`src/design/cbm_pkg.sv`:
```
// ----------------------------------------------------------------------------
// cbm_pkg
// Shared types, codes and constants for the cartridge bank mapper.
// ----------------------------------------------------------------------------
package cbm_pkg;

   localparam int CHR_WINDOWS    = 8;
   localparam int PRESCALE_STEPS = 3;
   localparam int STEP_W         = 2;
   localparam int TIMER_W        = 7;

   localparam logic [1:0] OP_WRITE = 2'd0;
   localparam logic [1:0] OP_TICK  = 2'd1;
   localparam logic [1:0] OP_RESET = 2'd2;

   localparam int CSR_IDX_W = 8;
   localparam logic [CSR_IDX_W-1:0] CSR_SWAP_PINS = 8'd0;
   localparam logic [CSR_IDX_W-1:0] CSR_UPPER_PRG = 8'd1;

   localparam logic [7:0] RESET_UPPER_PRG = 8'd254;

   localparam logic [3:0] PAGE_PRG0   = 4'h8;
   localparam logic [3:0] PAGE_MIRROR = 4'hB;
   localparam logic [3:0] PAGE_PRG1   = 4'hC;
   localparam logic [3:0] PAGE_CHR_LO = 4'hD;
   localparam logic [3:0] PAGE_CHR_HI = 4'hE;
   localparam logic [3:0] PAGE_IRQ    = 4'hF;

   localparam logic [3:0] REG_BANK      = 4'h0;
   localparam logic [3:0] REG_IRQ_LATCH = 4'h0;
   localparam logic [3:0] REG_IRQ_CTRL  = 4'h1;
   localparam logic [3:0] REG_IRQ_ACK   = 4'h2;
   localparam logic [3:0] REG_MIRROR    = 4'h3;

   localparam logic [7:0] COUNT_TOP = 8'hFF;

   typedef struct packed {
      logic [1:0]  opcode;
      logic [15:0] bus_address;
      logic [7:0]  bus_data;
   } req_type;

   typedef struct packed {
      logic [7:0] prg_bank_low16k;
      logic [7:0] prg_bank_c000_8k;
      logic [7:0] chr_bank_zero;
      logic [7:0] chr_bank_one;
      logic [7:0] chr_bank_two;
      logic [7:0] chr_bank_three;
      logic [7:0] chr_bank_four;
      logic [7:0] chr_bank_five;
      logic [7:0] chr_bank_six;
      logic [7:0] chr_bank_seven;
      logic [1:0] mirroring_mode;
      logic       irq_pending;
   } rsp_type;

   typedef struct packed {
      logic       swap_pins;
      logic [7:0] upper_prg;
   } cfg_type;

   // scanline prescale lengths: 114, 114, 113
   function automatic logic [TIMER_W-1:0] step_length(input logic [STEP_W-1:0] step);
      logic [TIMER_W-1:0] len;
      begin
         case (step)
            2'd0:    len = 7'd114;
            2'd1:    len = 7'd114;
            default: len = 7'd113;
         endcase
         return len;
      end
   endfunction

endpackage

```
`src/design/cbm_core.sv`:
```
// ----------------------------------------------------------------------------
// cbm_core
// Mapper state, bus write decode and IRQ prescaler/counter. Produces the
// post-item snapshot combinationally for the result stage.
// ----------------------------------------------------------------------------
module cbm_core import cbm_pkg::*; (
   input  logic    clock,
   input  logic    reset,
   input  logic    accept,
   input  req_type item,
   input  cfg_type cfg,
   output rsp_type snapshot
);

   logic [7:0]         prg0_ff, prg0_in;
   logic [7:0]         prg1_ff, prg1_in;
   logic [7:0]         chr_ff [CHR_WINDOWS];
   logic [7:0]         chr_in [CHR_WINDOWS];
   logic [1:0]         mirror_ff, mirror_in;
   logic [TIMER_W-1:0] timer_ff, timer_in;
   logic [STEP_W-1:0]  step_ff, step_in;
   logic [7:0]         count_ff, count_in;
   logic [7:0]         latch_ff, latch_in;
   logic               ctrl_cycle_ff, ctrl_cycle_in;
   logic               ctrl_rearm_ff, ctrl_rearm_in;
   logic               enabled_ff, enabled_in;
   logic               flag_ff, flag_in;

   logic [15:0]         addr;
   logic [3:0]          page;
   logic [3:0]          sub;
   logic [TIMER_W-1:0]  timer_dec;
   logic [STEP_W-1:0]   step_cur;

   always_comb begin
      prg0_in       = prg0_ff;
      prg1_in       = prg1_ff;
      chr_in        = chr_ff;
      mirror_in     = mirror_ff;
      timer_in      = timer_ff;
      step_in       = step_ff;
      count_in      = count_ff;
      latch_in      = latch_ff;
      ctrl_cycle_in = ctrl_cycle_ff;
      ctrl_rearm_in = ctrl_rearm_ff;
      enabled_in    = enabled_ff;
      flag_in       = flag_ff;

      addr = cfg.swap_pins ?
             {item.bus_address[15:2], item.bus_address[0], item.bus_address[1]} :
             item.bus_address;
      page = addr[15:12];
      sub  = addr[3:0];
      timer_dec = timer_ff - 7'd1;
      step_cur  = (step_ff >= STEP_W'(PRESCALE_STEPS)) ? '0 : step_ff;

      case (item.opcode)
         OP_WRITE: begin
            case (page)
               PAGE_PRG0: begin
                  if (sub == REG_BANK) prg0_in = item.bus_data;
               end
               PAGE_MIRROR: begin
                  if (sub == REG_MIRROR) mirror_in = item.bus_data[3:2];
               end
               PAGE_PRG1: begin
                  if (sub == REG_BANK) prg1_in = item.bus_data;
               end
               PAGE_CHR_LO: begin
                  if (sub[3:2] == 2'b00) chr_in[{1'b0, sub[1:0]}] = item.bus_data;
               end
               PAGE_CHR_HI: begin
                  if (sub[3:2] == 2'b00) chr_in[{1'b1, sub[1:0]}] = item.bus_data;
               end
               PAGE_IRQ: begin
                  case (sub)
                     REG_IRQ_LATCH: latch_in = item.bus_data;
                     REG_IRQ_CTRL: begin
                        ctrl_cycle_in = item.bus_data[2];
                        ctrl_rearm_in = item.bus_data[0];
                        enabled_in    = item.bus_data[1];
                        if (item.bus_data[1]) begin
                           count_in = latch_ff;
                           timer_in = '0;
                           step_in  = '0;
                        end
                        flag_in = 1'b0;
                     end
                     REG_IRQ_ACK: begin
                        enabled_in = ctrl_rearm_ff;
                        flag_in    = 1'b0;
                     end
                     default: ;
                  endcase
               end
               default: ;
            endcase
         end
         OP_TICK: begin
            if (enabled_ff) begin
               if (timer_ff != '0 && timer_dec != '0) begin
                  timer_in = timer_dec;
               end else begin
                  if (ctrl_cycle_ff) begin
                     timer_in = 7'd1;
                  end else begin
                     timer_in = step_length(step_cur);
                     step_in  = (step_cur == STEP_W'(PRESCALE_STEPS - 1)) ?
                                '0 : step_cur + 2'd1;
                  end
                  if (count_ff == COUNT_TOP) begin
                     count_in = latch_ff;
                     flag_in  = 1'b1;
                  end else begin
                     count_in = count_ff + 8'd1;
                  end
               end
            end
         end
         OP_RESET: begin
            prg0_in       = '0;
            prg1_in       = cfg.upper_prg;
            timer_in      = '0;
            step_in       = '0;
            count_in      = '0;
            latch_in      = '0;
            ctrl_cycle_in = 1'b0;
            ctrl_rearm_in = 1'b0;
            enabled_in    = 1'b0;
            flag_in       = 1'b0;
         end
         default: ;
      endcase
   end

   always_ff @(posedge clock) begin
      if (reset) begin
         prg0_ff       <= '0;
         prg1_ff       <= RESET_UPPER_PRG;
         for (int i = 0; i < CHR_WINDOWS; i++) chr_ff[i] <= '0;
         mirror_ff     <= '0;
         timer_ff      <= '0;
         step_ff       <= '0;
         count_ff      <= '0;
         latch_ff      <= '0;
         ctrl_cycle_ff <= 1'b0;
         ctrl_rearm_ff <= 1'b0;
         enabled_ff    <= 1'b0;
         flag_ff       <= 1'b0;
      end else if (accept) begin
         prg0_ff       <= prg0_in;
         prg1_ff       <= prg1_in;
         chr_ff        <= chr_in;
         mirror_ff     <= mirror_in;
         timer_ff      <= timer_in;
         step_ff       <= step_in;
         count_ff      <= count_in;
         latch_ff      <= latch_in;
         ctrl_cycle_ff <= ctrl_cycle_in;
         ctrl_rearm_ff <= ctrl_rearm_in;
         enabled_ff    <= enabled_in;
         flag_ff       <= flag_in;
      end
   end

   assign snapshot.prg_bank_low16k  = prg0_in;
   assign snapshot.prg_bank_c000_8k = prg1_in;
   assign snapshot.chr_bank_zero    = chr_in[0];
   assign snapshot.chr_bank_one     = chr_in[1];
   assign snapshot.chr_bank_two     = chr_in[2];
   assign snapshot.chr_bank_three   = chr_in[3];
   assign snapshot.chr_bank_four    = chr_in[4];
   assign snapshot.chr_bank_five    = chr_in[5];
   assign snapshot.chr_bank_six     = chr_in[6];
   assign snapshot.chr_bank_seven   = chr_in[7];
   assign snapshot.mirroring_mode   = mirror_in;
   assign snapshot.irq_pending      = flag_in;

endmodule

```
`src/design/cartridge_bank_mapper_with_irq.sv`:
```
// ----------------------------------------------------------------------------
// cartridge_bank_mapper_with_irq
// Bank mapper with PRG/CHR bank registers and a cycle/scanline IRQ counter.
// Each snapshot is registered in the output register, or in the skid entry.
// Throughput: 1 item per cycle while the skid entry is empty; the two-entry
// output stage lets a new item transfer while rsp_stall holds a response.
// Reset: synchronous; state returns to power-on values followed by a
// mapper reset (C000 bank = 254, swap pins off).
// ----------------------------------------------------------------------------
module cartridge_bank_mapper_with_irq import cbm_pkg::*; (
   input  logic                 clock,
   input  logic                 reset,
   input  logic                 req_valid,
   output logic                 req_stall,
   input  req_type              req_data,
   output logic                 rsp_valid,
   input  logic                 rsp_stall,
   output rsp_type              rsp_data,
   input  logic                 csr_valid,
   output logic                 csr_ready,
   input  logic [CSR_IDX_W-1:0] csr_index,
   input  logic [7:0]           csr_wdata
);

   cfg_type cfg_ff;
   rsp_type snapshot;
   rsp_type out_ff, skid_ff;
   logic    out_valid_ff, skid_valid_ff;
   logic    accept, pop;

   assign csr_ready = 1'b1;
   assign req_stall = skid_valid_ff;
   assign accept    = req_valid & ~skid_valid_ff;
   assign pop       = out_valid_ff & ~rsp_stall;

   always_ff @(posedge clock) begin
      if (reset) begin
         cfg_ff.swap_pins <= 1'b0;
         cfg_ff.upper_prg <= RESET_UPPER_PRG;
      end else if (csr_valid) begin
         case (csr_index)
            CSR_SWAP_PINS: cfg_ff.swap_pins <= csr_wdata[0];
            CSR_UPPER_PRG: cfg_ff.upper_prg <= csr_wdata;
            default: ;
         endcase
      end
   end

   cbm_core u_core (
      .clock    (clock),
      .reset    (reset),
      .accept   (accept),
      .item     (req_data),
      .cfg      (cfg_ff),
      .snapshot (snapshot)
   );

   always_ff @(posedge clock) begin
      if (reset) begin
         out_valid_ff  <= 1'b0;
         skid_valid_ff <= 1'b0;
      end else if (skid_valid_ff) begin
         if (pop) begin
            out_valid_ff  <= 1'b1;
            skid_valid_ff <= 1'b0;
         end
      end else if (accept) begin
         if (!out_valid_ff || pop) begin
            out_valid_ff <= 1'b1;
         end else begin
            skid_valid_ff <= 1'b1;
         end
      end else if (pop) begin
         out_valid_ff <= 1'b0;
      end
   end

   always_ff @(posedge clock) begin
      if (skid_valid_ff) begin
         if (pop) out_ff <= skid_ff;
      end else if (accept) begin
         if (!out_valid_ff || pop) out_ff <= snapshot;
         else skid_ff <= snapshot;
      end
   end

   assign rsp_valid = out_valid_ff;
   assign rsp_data  = out_ff;

endmodule

```
`config.mk`:
```
export PLATFORM = sky130hd
export DESIGN_NAME = cartridge_bank_mapper_with_irq
export DESIGN_NICKNAME = d
export VERILOG_FILES = /design/src/design/cbm_pkg.sv /design/src/design/cbm_core.sv /design/src/design/cartridge_bank_mapper_with_irq.sv
export SDC_FILE = /design/constraint.sdc
export NUM_CORES = 1
export LEC_CHECK = 0
export BUFFER_PORTS_ARGS = -buffer_cell sky130_fd_sc_hd__buf_2
export CORE_ASPECT_RATIO = 1.1
export CORE_MARGIN = 4
export CORE_UTILIZATION = 57
export CTS_CLUSTER_SIZE = 28
export DETAILED_ROUTE_END_ITERATION = 12
export PLACE_DENSITY_LB_ADDON = 0.25
export SETUP_SLACK_MARGIN = 0.5
export SLEW_MARGIN = 0
export SYNTH_ARGS = -nofsm -noshare
export SYNTH_HDL_FRONTEND = slang
export SYNTH_SLANG_ARGS = --single-unit
```
`constraint.sdc`:
```
create_clock -name clock -period 8.8 [get_ports clock]
set_input_delay 1.76 -clock clock [delete_from_list [all_inputs] [get_ports clock]]
set_output_delay 1.76 -clock clock [all_outputs]
set_load 0.03 [all_outputs]
```
Yosys cells after proc, flatten, opt, wreduce, memory -nomap -nowiden

Index checks and enable logic that the tools add are counted.

Bits in registers: 288
Input port bits: 47
Output and inout bits: 86

Add/subtract/negate cells: 3
$lt $le $gt $ge: 5
Equality and inequality tests: 25
Multiplexer cells: 75
Bitwise gates (word level): 7
Reductions and logical operators: 30

Operator list:

| cell                                                      | number |
|---|---|
| two-way mux 83 bit                                        | 4 |
| two-way mux 64 bit                                        | 3 |
| bitwise mux 64 bit                                        | 2 |
| case mux 64 bit (2 select lines)                          | 1 |
| two-way mux 8 bit                                         | 14 |
| demux 8 bit (select 3 bit)                                | 2 |
| case mux 8 bit (2 select lines)                           | 3 |
| two-way mux 7 bit                                         | 6 |
| two-way mux 2 bit                                         | 13 |
| equality test 4 bit (second input constant)               | 6 |
| case mux 8 bit (3 select lines)                           | 1 |
| case mux 7 bit (3 select lines)                           | 1 |
| two-way mux 1 bit                                         | 19 |
| nonzero test 7 bit                                        | 2 |
| AND reduction 4 bit                                       | 3 |
| != test 2 x 1 -> 1 bit (second input constant)            | 5 |
| AND reduction 3 bit                                       | 3 |
| adder 8 x 1 -> 8 bit (second input constant)              | 1 |
| equality test 4 x 2 -> 1 bit (second input constant)      | 2 |
| equality test 8 x 1 -> 1 bit (second input constant)      | 1 |
| equality test 8 bit (second input constant)               | 1 |
| greater-or-equal comparator 4 bit (second input constant) | 2 |
| zero test 8 bit                                           | 1 |
| < comparator 4 x 1 -> 1 bit (second input constant)       | 2 |
| 27 further kinds                                          | 47 |

Logic depth before layout (Yosys ltp)

Word-level depth: 13
Gate-level depth with buffers: 11
Mapped depth without buffers: 8

Cells and area by module

A second synthesis with hierarchy kept.

Cells, all modules: 1059
Area, all modules: 12548.3 um^2

Modules (own cells, without submodules):

| module                         | instances | cells an instance | area each (um^2) | sequential area each (um^2) |
|---|---|---|---|---|
| cartridge_bank_mapper_with_irq | 1         | 315               | 6502.5           | 5205.0 |
| cbm_core                       | 1         | 744               | 6045.8           | 2222.1 |

Least setup slack after synthesis

No wires, ideal clock.

Path type: in2reg
From: input req_valid
To: register out_ff (netlist bit rsp_data[0]) (enable)
Setup time: 552 ps
Arrival time: 6452 ps
Setup slack: 1796 ps
Cell stages on the path: 5
Path through: nor2b_1 > clkbuf_1 > buf_1 > a21oi_1 > a21oi_1

Word-level cells in the longest chain between the ends: 3

Ends and longest elaborated chain:

| what                                 | line                                 | source |
|---|---|---|
| from (decl)                          | cartridge_bank_mapper_with_irq.sv:13 | `input logic req_valid,` |
| AND 1 bit                            | cartridge_bank_mapper_with_irq.sv:33 | `assign accept = req_valid & ~skid_valid_ff;` |
| nonzero test 2 bit (no source line)  | -                                    |  |
| AND reduction 3 bit (no source line) | -                                    |  |
| to (signal assigned)                 | cartridge_bank_mapper_with_irq.sv:80 | `if (pop) out_ff <= skid_ff;` |
| to (signal assigned)                 | cartridge_bank_mapper_with_irq.sv:82 | `if (!out_valid_ff \|\| pop) out_ff <= snapshot;` |
| to (decl)                            | cartridge_bank_mapper_with_irq.sv:27 | `rsp_type out_ff, skid_ff;` |

No other way between the ends.
A chain may end at the register's enable or synchronous reset.

==> results.yml <==
outcome:
  outcome: "complete, no violations"
synth:
  synthesis.area_per_instance_sq_um: 11.6
  synth_enable_flop_cells: 166
  synth.net_count: 1123
  share_of_synthesized_registers_carrying_an_async_set_or_reset_pct: 0
  seq_area_frac_synth_pct: 60.2
  yosys.cell_count.top_type: "sky130_fd_sc_hd__edfxtp_1"
  synth.lib_cells_used.distinct: 59
  number_of_cells_produced_by_synthesis: 1066
  synth.yosys.warnings: 0
  library_cell_with_the_largest_summed_area_after_synthesis: "sky130_fd_sc_hd__edfxtp_1"
  synth_largest_type_area_fraction_pct: 40.4
  netlist_area_sq_um: 12300
  ys_seq_elements: 288
  synth.top_cells.by_area: "sky130_fd_sc_hd__edfxtp_1 (40%), sky130_fd_sc_hd__dfxtp_1 (20%), sky130_fd_sc_hd__mux2_2 (12%), sky130_fd_sc_hd__nand2_1 (3.7%), sky130_fd_sc_hd__nor2_1 (3.3%)"
  synthFlopType: "sky130_fd_sc_hd__edfxtp_1"
  post_synth_most_frequent_cells: "sky130_fd_sc_hd__edfxtp_1 (166), sky130_fd_sc_hd__mux2_2 (134), sky130_fd_sc_hd__dfxtp_1 (122)"
routing:
  drt-total-wl_mm: 26.3
  drt_iter0_markers: 637
  wire_per_inst_um: 17.8
  drc: 0
  vias: 8414
  residual_antenna_violating_net_count_after_detailed_routing: 0
  firstDrtPassIters: 5
  drt-vias-per-instance: 5.69
critical_path:
  worstPathMaxFanout: 17
  setup.worst_path.class: "in -> reg"
  crit_chain: "buf_2 -> inv_1 -> ha_1 -> nand2_1 -> or2_2 -> nor2_1 -> mux2_2 -> mux2_2"
  endpoint_kind: "register"
  cp_top_family: "simple AND/OR/NAND/NOR gates"
  critPathMostFrequentCell: "sky130_fd_sc_hd__mux2_2"
  cp_slowest_stage_delay_ns: 0.92
  critical_path.n_buffers_inverters: 2
  worst_path_max_delay_cell: "sky130_fd_sc_hd__nor2_1"
  worstPathArrival_ns: 4.70
  required_ns: 9.08
  cp-start-kind: "primary input"
floorplan:
  io_pins: 133
  core-area_sq_um: 21300
  floorplan.die.height_um: 162
  die_footprint_sq_um: 24100
  start_util_pct: 57.9
  chipWidth_um: 148
  rows: 56
grt:
  track_usage_pct: 21.4
  globalRoute.totalOverflow: 0
  grt_first_pass_wirelength_mm: 41.9
  grt_pass1_vias: 7874
  antenna_found_initial: 4
  grt_max_degree: 104
clocking:
  clock-sinks: 288
  postCtsSetupBuffers: 0
  ctsHtreeMaxLevel: 1
  cts_tree: "built"
  cts_root_buf: "sky130_fd_sc_hd__clkbuf_16"
  clock_tree.buffer_depth: 3
  hold_buffers: 0
  clkLatencyLatePin_ns: 0.53
  post_cts.resized_instances: 0
  clk_pin_slew_ns: 0.06
  numCtsBuffers: 28
pwr:
  p_leak_uw: 0.00528
  design_power_total_uw: 2960
  power_density_nw_per_um2: 210
  power.ir.vdd_worst_mv: 0.149
timing:
  setup_slack_ns: 4.38
  setup_viol: 0
  finalCriticalPeriod_ns: 4.42
  timing.final.max_slew_violations: 0
  final_critical_path_share_of_the_clock_period_pct: 50.2
  tightestPinTransition_ns: 1.18
  final.setup_skew_ns: 0.0133
  hold_violations: 0
  timing.setup.tns_ns: 0
  grt_setup_unrepaired: "false"
  holdWs_ns: 0.450
  max_clock_freq_ghz: 0.226
  relative_slew_slack_pct: 21.0
layout:
  fillers: 1661
  drive_gt1_share_pct: 27.7
  layout.area.seq_sq_um: 7430
  final-instance-count-excl-fill: 1479
  area_growth_syn_to_layout_pct: 13.8
  finalNetCount: 1220
  multi_input_comb_area_sq_um: 4600
placed_design:
  sum_of_net_half_perimeters_after_detailed_placement_mm: 16.7
  number_of_placed_cells_counting_well_taps: 1423
  post_place_setup_slack_ns: 3.84
  buffer_ports.inserted: 123
  routabilityCongestion: 0.898
flow_run:
  cap_viol_max_count: 0
hold_path:
  timing.hold.worst.class: "reg -> reg"
-- metal layers --
layer	part of all wire [%]	global-route usage, %
met2	48	35.7
met4	2.0	6.13
met5	0	0
met3	5.1	2.62
met1	45	29.9
-- logic make-up (layout without fill, tap and decap cells) --
family | Yosys count | in the layout | share of synthesized area (%)
other cells | 1 | 5 | 0.0304
xor+xnor | 2 | 2 | 0.142
buf+inv | 85 | 204 | 2.76
compound gates | 157 | 157 | 8.10
fa+ha+maj | 10 | 10 | 1.01
flops | 288 | 288 | 60.2
simple gates | 358 | 358 | 13.0
mux | 165 | 165 | 14.7
-- worst paths after layout --
kind | cells past startpoint | slack (ns) | end | startpoint
setup / recovery | 8 | 4.38 | rsp_data[44] | req_data[25]
hold / removal | 2 | 0.45 | u_core.chr_ff[2] | u_core.chr_ff[2]
setup reg to reg | 8 | 5.18 | u_core.step_ff[0] | req_stall
hold reg to reg | 2 | 0.45 | u_core.chr_ff[2] | u_core.chr_ff[2]
-- where the power goes --
group | total (uW) | switching, uW | leakage [uW] | internal [uW]
sequential | 1510 | 22.3 | 0.00250 | 1490
combinational | 290 | 200 | 0.00235 | 90.1
clock | 1150 | 498 | 0.000431 | 653
total | 2960 | 721 | 0.00528 | 2230
-- registers in the layout (all words and copies together) (netlist names) --
signal	cells
rsp_valid	1
rsp_data	83
u_core.chr_ff	64
u_core.latch_ff	8
u_core.ctrl_cycle_ff	1
u_core.flag_ff	1
u_core.timer_ff	7
u_core.mirror_ff	2
u_core.ctrl_rearm_ff	1
u_core.count_ff	8
cfg_ff	9
u_core.enabled_ff	1
u_core.step_ff	2
u_core.prg0_ff	8
req_stall	1
u_core.prg1_ff	8
skid_ff	83
-- worst reg2reg max path: stages (launching register included) --
cell,delay (ns)
sky130_fd_sc_hd__dfxtp_4,0.45
sky130_fd_sc_hd__buf_4,0.46
sky130_fd_sc_hd__nand2b_1,0.33
sky130_fd_sc_hd__a2111oi_0,0.55
sky130_fd_sc_hd__o21ai_1,0.13
sky130_fd_sc_hd__buf_4,0.21
sky130_fd_sc_hd__a31oi_1,0.86
sky130_fd_sc_hd__a21oi_1,0.23
sky130_fd_sc_hd__a22o_1,0.29
-- stage by stage --
stage | util [%] | cell area (sq um)
finish | 65.9 | 14000
global route | 65.9 | 14000
CTS | 65.9 | 14000
detailed placement | 61.7 | 13200
global placement | 61.7 | 13200
floorplan | - | 12300
-- layout make-up --
| cell class | count | area share [%] |
|---|---|---|
| flip-flops and latches | 288 | 52.9 |
| multi-input cells | 693 | 32.7 |
| clock buffers | 39 | 5.58 |
| repair buffers | 133 | 4.92 |
| well taps | 290 | 2.58 |
| clock inverters | 13 | 0.730 |
| inverters | 19 | 0.508 |
| diodes | 4 | 0.0713 |
-- cell usage in the layout (no fill, tap or decap), drive strengths merged, types with 5 or more instances in the layout --
| master | instances |
|---|---|
| or3 | 7 |
| nor3 | 30 |
| nand4 | 5 |
| inv | 19 |
| nand3 | 44 |
| a221o | 8 |
| dfxtp | 122 |
| a22o | 9 |
| a211oi | 7 |
| a21oi | 57 |
| nand2 | 120 |
| mux2i | 31 |
| and3 | 5 |
| nor2 | 109 |
| a22oi | 10 |
| or2 | 5 |
| nor2b | 6 |
| clkinv | 9 |
| edfxtp | 166 |
| buf | 133 |
| nand2b | 6 |
| a31oi | 5 |
| mux2 | 134 |
| o21ai | 43 |
| clkbuf | 39 |
| ha | 10 |
Power figures use the tool's default switching activity.
